File: src/hw/rtl/ps2mct_pkg.sv
package ps2mct_pkg;

  localparam int unsigned CFG_W          = 13;
  localparam int unsigned CFG_IDX_W      = 2;
  localparam int unsigned COORD_BITS_DEF = 12;
  localparam int unsigned BTN_W          = 3;
  localparam int unsigned DX_W           = 8;
  localparam int unsigned DY_W           = 9;
  localparam int unsigned SYNC_BIT       = 3;

  localparam logic [CFG_W-1:0] WIDTH_RST  = 13'd1024;
  localparam logic [CFG_W-1:0] HEIGHT_RST = 13'd768;

  localparam logic [CFG_IDX_W-1:0] REG_SCREEN_WIDTH  = 2'd0;
  localparam logic [CFG_IDX_W-1:0] REG_SCREEN_HEIGHT = 2'd1;

  typedef struct packed {
    logic                    done;
    logic [BTN_W-1:0]        buttons;
    logic signed [DX_W-1:0]  delta_x;
    logic signed [DY_W-1:0]  delta_y;
  } pkt_t;

endpackage

File: src/hw/rtl/ps2mct_assembler.sv
module ps2mct_assembler
  import ps2mct_pkg::*;
(
  input  logic       clk_i,
  input  logic       rst_ni,
  input  logic       step_i,
  input  logic [7:0] byte_i,
  output pkt_t       pkt_o
);

  typedef enum logic [1:0] {
    PH_FIRST,
    PH_X,
    PH_Y
  } phase_e;

  phase_e     phase_q, phase_d;
  logic [7:0] first_q, first_d;
  logic [7:0] second_q, second_d;

  always_comb begin
    phase_d  = phase_q;
    first_d  = first_q;
    second_d = second_q;
    pkt_o.done    = 1'b0;
    pkt_o.buttons = first_q[BTN_W-1:0];
    pkt_o.delta_x = $signed(second_q);
    pkt_o.delta_y = -$signed({byte_i[7], byte_i});
    if (step_i) begin
      unique case (phase_q)
        PH_FIRST: begin
          first_d = byte_i;
          if (byte_i[SYNC_BIT]) begin
            phase_d = PH_X;
          end
        end
        PH_X: begin
          second_d = byte_i;
          phase_d  = PH_Y;
        end
        PH_Y: begin
          phase_d    = PH_FIRST;
          pkt_o.done = 1'b1;
        end
        default: begin
          phase_d = PH_FIRST;
        end
      endcase
    end
  end

  always_ff @(posedge clk_i or negedge rst_ni) begin
    if (!rst_ni) begin
      phase_q  <= PH_FIRST;
      first_q  <= '0;
      second_q <= '0;
    end else begin
      phase_q  <= phase_d;
      first_q  <= first_d;
      second_q <= second_d;
    end
  end

endmodule

File: src/hw/rtl/ps2mct_cursor.sv
module ps2mct_cursor
  import ps2mct_pkg::*;
#(
  parameter int unsigned COORD_BITS = COORD_BITS_DEF
) (
  input  logic                   clk_i,
  input  logic                   rst_ni,
  input  logic                   upd_i,
  input  logic signed [DY_W-1:0] delta_i,
  input  logic [CFG_W-1:0]       bound_i,
  output logic [COORD_BITS-1:0]  pos_d_o
);

  localparam int unsigned LW = (COORD_BITS + 1 > CFG_W) ? COORD_BITS + 1 : CFG_W;
  localparam int unsigned SW = COORD_BITS + 2;

  logic [COORD_BITS-1:0] pos_q;
  logic [LW-1:0]         bound_ext;
  logic [LW-1:0]         cap;
  logic [LW-1:0]         eff;
  logic [LW-1:0]         eff_m1;
  logic [COORD_BITS-1:0] lim;
  logic signed [SW-1:0]  sum;

  always_comb begin
    bound_ext = LW'(bound_i);
    cap       = LW'(1) << COORD_BITS;
    if (bound_ext == '0) begin
      eff = LW'(1);
    end else if (bound_ext > cap) begin
      eff = cap;
    end else begin
      eff = bound_ext;
    end
    eff_m1 = eff - LW'(1);
    lim    = eff_m1[COORD_BITS-1:0];
    sum    = $signed({2'b00, pos_q}) + SW'(delta_i);
    if (sum < 0) begin
      pos_d_o = '0;
    end else if (sum > $signed({2'b00, lim})) begin
      pos_d_o = lim;
    end else begin
      pos_d_o = sum[COORD_BITS-1:0];
    end
  end

  always_ff @(posedge clk_i or negedge rst_ni) begin
    if (!rst_ni) begin
      pos_q <= '0;
    end else if (upd_i) begin
      pos_q <= pos_d_o;
    end
  end

endmodule

File: src/hw/rtl/ps2_mouse_packet_cursor_tracker_top.sv
// PS/2 mouse packet decoder with a clamped cursor.
// The input channel carries one received mouse byte per beat. The block
// synchronises on a first byte with bit 3 set, then takes the X and Y delta
// bytes; the third byte of a packet yields one result beat with the buttons,
// the signed deltas (Y negated so that down is positive) and the cursor
// position, clamped to the screen bounds held in two configuration registers.
// A byte that completes no packet yields no result.
// An accepted byte is registered in the input register and its result in the output register.
// Throughput is one byte per cycle unless the receiver stalls; the input
// register and the output register form a two-stage pipeline with one adder and clamp per axis.
// Reset clears the packet phase and the cursor to zero and loads the bounds
// with 1024 and 768. While the receiver stalls, the result beat is held, and at
// most one more byte enters the input register before in_stall_o rises.
// Configuration writes are taken in any cycle and should be made only while
// the block is idle.
module ps2_mouse_packet_cursor_tracker_top
  import ps2mct_pkg::*;
#(
  parameter int unsigned COORD_BITS = COORD_BITS_DEF
) (
  input  logic                   clk_i,
  input  logic                   rst_ni,
  input  logic                   cfg_we_i,
  input  logic [CFG_IDX_W-1:0]   cfg_idx_i,
  input  logic [CFG_W-1:0]       cfg_wdata_i,
  input  logic                   in_valid_i,
  output logic                   in_stall_o,
  input  logic [7:0]             rx_byte_i,
  output logic                   out_valid_o,
  input  logic                   out_stall_i,
  output logic [BTN_W-1:0]       buttons_o,
  output logic signed [DX_W-1:0] delta_x_o,
  output logic signed [DY_W-1:0] delta_y_o,
  output logic [COORD_BITS-1:0]  cursor_x_o,
  output logic [COORD_BITS-1:0]  cursor_y_o
);

  logic [CFG_W-1:0]      width_q;
  logic [CFG_W-1:0]      height_q;
  logic                  in_vld_q;
  logic [7:0]            in_byte_q;
  logic                  out_hold;
  logic                  step;
  pkt_t                  pkt;
  logic [COORD_BITS-1:0] pos_x_d;
  logic [COORD_BITS-1:0] pos_y_d;
  logic                  out_vld_q;
  logic [BTN_W-1:0]      buttons_q;
  logic signed [DX_W-1:0] delta_x_q;
  logic signed [DY_W-1:0] delta_y_q;
  logic [COORD_BITS-1:0] cursor_x_q;
  logic [COORD_BITS-1:0] cursor_y_q;

  assign out_hold   = out_vld_q & out_stall_i;
  assign in_stall_o = in_vld_q & out_hold;
  assign step       = in_vld_q & ~out_hold;

  always_ff @(posedge clk_i or negedge rst_ni) begin
    if (!rst_ni) begin
      width_q  <= WIDTH_RST;
      height_q <= HEIGHT_RST;
    end else if (cfg_we_i) begin
      unique case (cfg_idx_i)
        REG_SCREEN_WIDTH:  width_q  <= cfg_wdata_i;
        REG_SCREEN_HEIGHT: height_q <= cfg_wdata_i;
        default: begin
        end
      endcase
    end
  end

  always_ff @(posedge clk_i or negedge rst_ni) begin
    if (!rst_ni) begin
      in_vld_q <= 1'b0;
    end else if (!in_stall_o) begin
      in_vld_q <= in_valid_i;
    end
  end

  always_ff @(posedge clk_i) begin
    if (in_valid_i && !in_stall_o) begin
      in_byte_q <= rx_byte_i;
    end
  end

  ps2mct_assembler u_assembler (
    .clk_i  (clk_i),
    .rst_ni (rst_ni),
    .step_i (step),
    .byte_i (in_byte_q),
    .pkt_o  (pkt)
  );

  ps2mct_cursor #(
    .COORD_BITS (COORD_BITS)
  ) u_cursor_x (
    .clk_i   (clk_i),
    .rst_ni  (rst_ni),
    .upd_i   (pkt.done),
    .delta_i (DY_W'(pkt.delta_x)),
    .bound_i (width_q),
    .pos_d_o (pos_x_d)
  );

  ps2mct_cursor #(
    .COORD_BITS (COORD_BITS)
  ) u_cursor_y (
    .clk_i   (clk_i),
    .rst_ni  (rst_ni),
    .upd_i   (pkt.done),
    .delta_i (pkt.delta_y),
    .bound_i (height_q),
    .pos_d_o (pos_y_d)
  );

  always_ff @(posedge clk_i or negedge rst_ni) begin
    if (!rst_ni) begin
      out_vld_q <= 1'b0;
    end else if (!out_hold) begin
      out_vld_q <= pkt.done;
    end
  end

  always_ff @(posedge clk_i) begin
    if (pkt.done) begin
      buttons_q  <= pkt.buttons;
      delta_x_q  <= pkt.delta_x;
      delta_y_q  <= pkt.delta_y;
      cursor_x_q <= pos_x_d;
      cursor_y_q <= pos_y_d;
    end
  end

  assign out_valid_o = out_vld_q;
  assign buttons_o   = buttons_q;
  assign delta_x_o   = delta_x_q;
  assign delta_y_o   = delta_y_q;
  assign cursor_x_o  = cursor_x_q;
  assign cursor_y_o  = cursor_y_q;

endmodule

File: config.mk
export PLATFORM = sky130hd
export DESIGN_NAME = ps2_mouse_packet_cursor_tracker_top
export DESIGN_NICKNAME = d
export VERILOG_FILES = /design/src/hw/rtl/ps2mct_pkg.sv /design/src/hw/rtl/ps2mct_assembler.sv /design/src/hw/rtl/ps2mct_cursor.sv /design/src/hw/rtl/ps2_mouse_packet_cursor_tracker_top.sv
export SDC_FILE = /design/constraint.sdc
export NUM_CORES = 1
export LEC_CHECK = 0
export BUFFER_PORTS_ARGS = -buffer_cell sky130_fd_sc_hd__buf_2
export CAP_MARGIN = 20
export CORE_MARGIN = 1
export CORE_UTILIZATION = 45
export DETAILED_ROUTE_END_ITERATION = 12
export PLACE_DENSITY = 0.7
export REMOVE_ABC_BUFFERS = 1
export SLEW_MARGIN = 15
export SYNTH_ARGS = -nofsm -noshare
export SYNTH_HDL_FRONTEND = slang
export SYNTH_SLANG_ARGS = --single-unit
File: constraint.sdc
create_clock -name clk_i -period 11.83 [get_ports clk_i]
set_input_delay 0.5915 -clock clk_i [delete_from_list [all_inputs] [get_ports clk_i]]
set_output_delay 0.5915 -clock clk_i [all_outputs]
set_load 0.02 [all_outputs]
==> qor.yml <==
drv_cap: 0
ys_ff_latch: 117
antenna_cells: 0
post-route-drc-count: 0
placementRows: 45
async_flop_share_pct: 55.56
gr-usage-all-layers_pct: 23.17
first_pass_iters: 5
rsz0062_at_grt: "false"
mostFrequentLayoutCells: "73 x buf_2, 62 x dfrtp_1, 61 x nand2_1"
total_power_mw: 2.798
die_w_um: 128.8
cts.clk_slew.worst_paths_ns: 0.06
critPathMaxFanout: 15
cts_hold_buffers: 0
vias: 6018
cp-end-kind: "register"
power.leakage_nw: 3.575
syn_avg_cell_area_um2: 10.28
layout-drive-gt1-share_pct: 20.10
seq_area_frac_synth_pct: 44.10
worstHoldEndpoint: "in_byte_q[7]$_DFFE_PP_"
setup_tns_ns: 0
crit_type: "reg2reg"
wl_um: 18080
antenna_found_initial: 0
finClkSkew_ns: 0.01118
drt_iter0_drc: 608
reg2reg_depth: 16
ir_worst_vdd_mv: 0.1436
fmax_mhz: 179.3
place.gp.congestion: 0.9941
dpl_worst_slack_ns: 6.419
hold_viol_final: 0
hold_depth: 1
clock_latency_ns: 0.42
finalNetCount: 862
rrSetupSlack_ns: 6.25
cts_setup_buffers: 0
grt_start_max_net_pins: 66
hp-class: "in2reg"
dieArea_um2: 16590
root_buffer: "clkbuf_16"
routedWlPerCell_um: 18.04
synth.distinct_cells: 67
status: "complete, no violations"
r2r-end: "u_cursor_y.pos_q[1]$_DFFE_PN0P_"
cts-resized-gates: 0
relSlewSlack_pct: 29.89
tritoncts: "built"
ys_top_cells_by_area: "edfxtp_1 22%, dfrtp_1 21%, ha_1 9.2%, mux2_2 5.1%, nand2_1 3.2%"
hold_path_startpoint: "rx_byte_i[7]"
synth-edff-count: 52
setup_slack_ns: 6.254
initial_utilization_pct: 46.91
grt-ovfl-total: 0
h-tree-depth: 4
yosysWarnings: 0
crit_path_start_kind: "register"
grt_pass1_vias: 5750
ant_nets: 0
core-area_um2: 15430
die-height_um: 128.8
ioPinCount: 74
slew_viol_final: 0
dp_hpwl_um: 13370
finalSetupViolations: 0
cp.arrival_ns: 5.89
synth_cells: 704
regToRegStartpoint: "in_byte_q[2]$_DFFE_PP_"
grt_pass1_wl_um: 29570
clock-sinks: 117
cp_data_required_time_ns: 12.14
post-route-period-util_pct: 47.14
synth_top_area_cell: "edfxtp_1"
syn_to_final_growth_pct: 15.78
synth_area_um2: 7237
portBuffers: 73
p_per_area_nw_per_um2: 334.0
min_period_ns: 5.576
netlist.area_leader.share_pct: 21.58
ys.flop_type: "dfrtp_1"
num-fill-cells: 1416
clock_tree.buffer_depth: 2
tightest_slew_ns: 1.045
vias_per_cell: 6.006
cts_made_buffers: 17
final_common_cell: "buf_2"
layout make-up:
type / instances / area, um2 / share of cell area (%)
timing repair buffer: 80 / 417.9 / 4.987
tap: 211 / 264.0 / 3.151
sequential: 117 / 3192 / 38.09
inverter: 35 / 131.4 / 1.568
clock inverter: 12 / 130.1 / 1.553
multi-input combinational: 528 / 3801 / 45.36
clock buffer: 19 / 442.9 / 5.286
synth_stat cells, types with 5 or more instances:
cell and number:
a211oi_1 8, nor3_1 34, edfxtp_1 52, o2111ai_1 7
clkbuf_1 16, and2_1 5, o21ai_0 27, a21o_1 17
o211ai_1 9, nor2_1 46, nand3_1 18, xor2_1 12
mux2i_1 8, inv_1 34, o31ai_1 17, xnor2_1 18
a21boi_0 8, ha_1 53, or4_1 5, o21a_1 12
mux2_2 33, dfrtp_1 62, nand4_1 8, or3_1 9
nor2b_1 6, nand3b_1 6, a31oi_1 12, nand2_1 61
a21oi_1 34, nor4_1 5
worst max-delay path by stage:
stage | cells past startpoint | to | start
2_1_floorplan | 18 | cursor_y_o[10]$_DFFE_PP_ | in_byte_q[2]$_DFFE_PP_
3_3_place_gp | 16 | u_cursor_y.pos_q[1]$_DFFE_PN0P_ | in_byte_q[2]$_DFFE_PP_
3_5_place_dp | 16 | u_cursor_y.pos_q[1]$_DFFE_PN0P_ | in_byte_q[2]$_DFFE_PP_
4_1_cts | 16 | u_cursor_y.pos_q[1]$_DFFE_PN0P_ | in_byte_q[2]$_DFFE_PP_
5_1_grt | 16 | u_cursor_y.pos_q[1]$_DFFE_PN0P_ | in_byte_q[2]$_DFFE_PP_
6_report | 16 | u_cursor_y.pos_q[1]$_DFFE_PN0P_ | in_byte_q[2]$_DFFE_PP_
sequential cells by signal, summed over array words and instances (netlist names):
name,count
height_q,13
width_q,13
cursor_x_o,12
cursor_y_o,12
u_cursor_x.pos_q,12
u_cursor_y.pos_q,12
delta_y_o,9
delta_x_o,8
in_byte_q,8
u_assembler.second_q,8
buttons_o,3
u_assembler.first_q,3
u_assembler.phase_q,2
in_vld_q,1
out_valid_o,1
layer usage:
| layer | vias to the layer above | global-route usage [%] | routed length [um] |
|---|---|---|---|
| met1 | 2930 | 30.20 | 7971 |
| met3 | 31 | 4.200 | 1102 |
| met5 | - | 0 | 0 |
| met2 | 250 | 38.86 | 8699 |
| met4 | 0 | 7.820 | 307 |
| li1 | 2807 | - | - |
cell families after synthesis:
kind of cell / share of synthesized area [%]
XOR/XNOR: 3.631
flip-flops: 44.10
buffers and inverters: 3.440
AND/OR/NAND/NOR: 15.21
adder cells (fa/ha/maj): 9.717
multiplexers: 6.241
AO/OA/AOI/OAI: 17.65
worst max-delay path, stage by stage (launching register included):
cell and delay, ns:
edfxtp_1 0.48, or4_1 0.58, nor2_1 0.17, a21oi_1 0.26, ha_1 0.42, and3_1 0.20, a221oi_1 0.31, o21ai_0 0.24
o31ai_1 0.29, xnor2_1 0.20, ha_1 0.30, a211oi_1 0.24, o211a_1 0.21, inv_1 0.06, o21ai_1 0.81, a21boi_0 0.34
o32ai_1 0.35
power breakdown:
| part | switching, mW | leakage [nW] | internal (mW) |
|---|---|---|---|
| sequential | 0.100 | 1.28 | 0.587 |
| clock | 0.187 | 0.267 | 0.313 |
| combinational | 1.00 | 2.03 | 0.612 |
per-stage QoR:
| step | cells | util, % | area, um2 | hold WS, ns |
|---|---|---|---|---|
| floorplan | 680 | - | 7119 | 0.2959 |
| global placement | 969 | 50.50 | 7791 | 0.4359 |
| detailed placement | 969 | 50.50 | 7791 | 0.4440 |
| CTS | 1000 | 54.22 | 8364 | 0.3364 |
| global route | 1002 | 54.31 | 8379 | 0.3318 |
| finish | 1002 | 54.31 | 8379 | 0.3407 |
(Power assumes the default switching activity.)
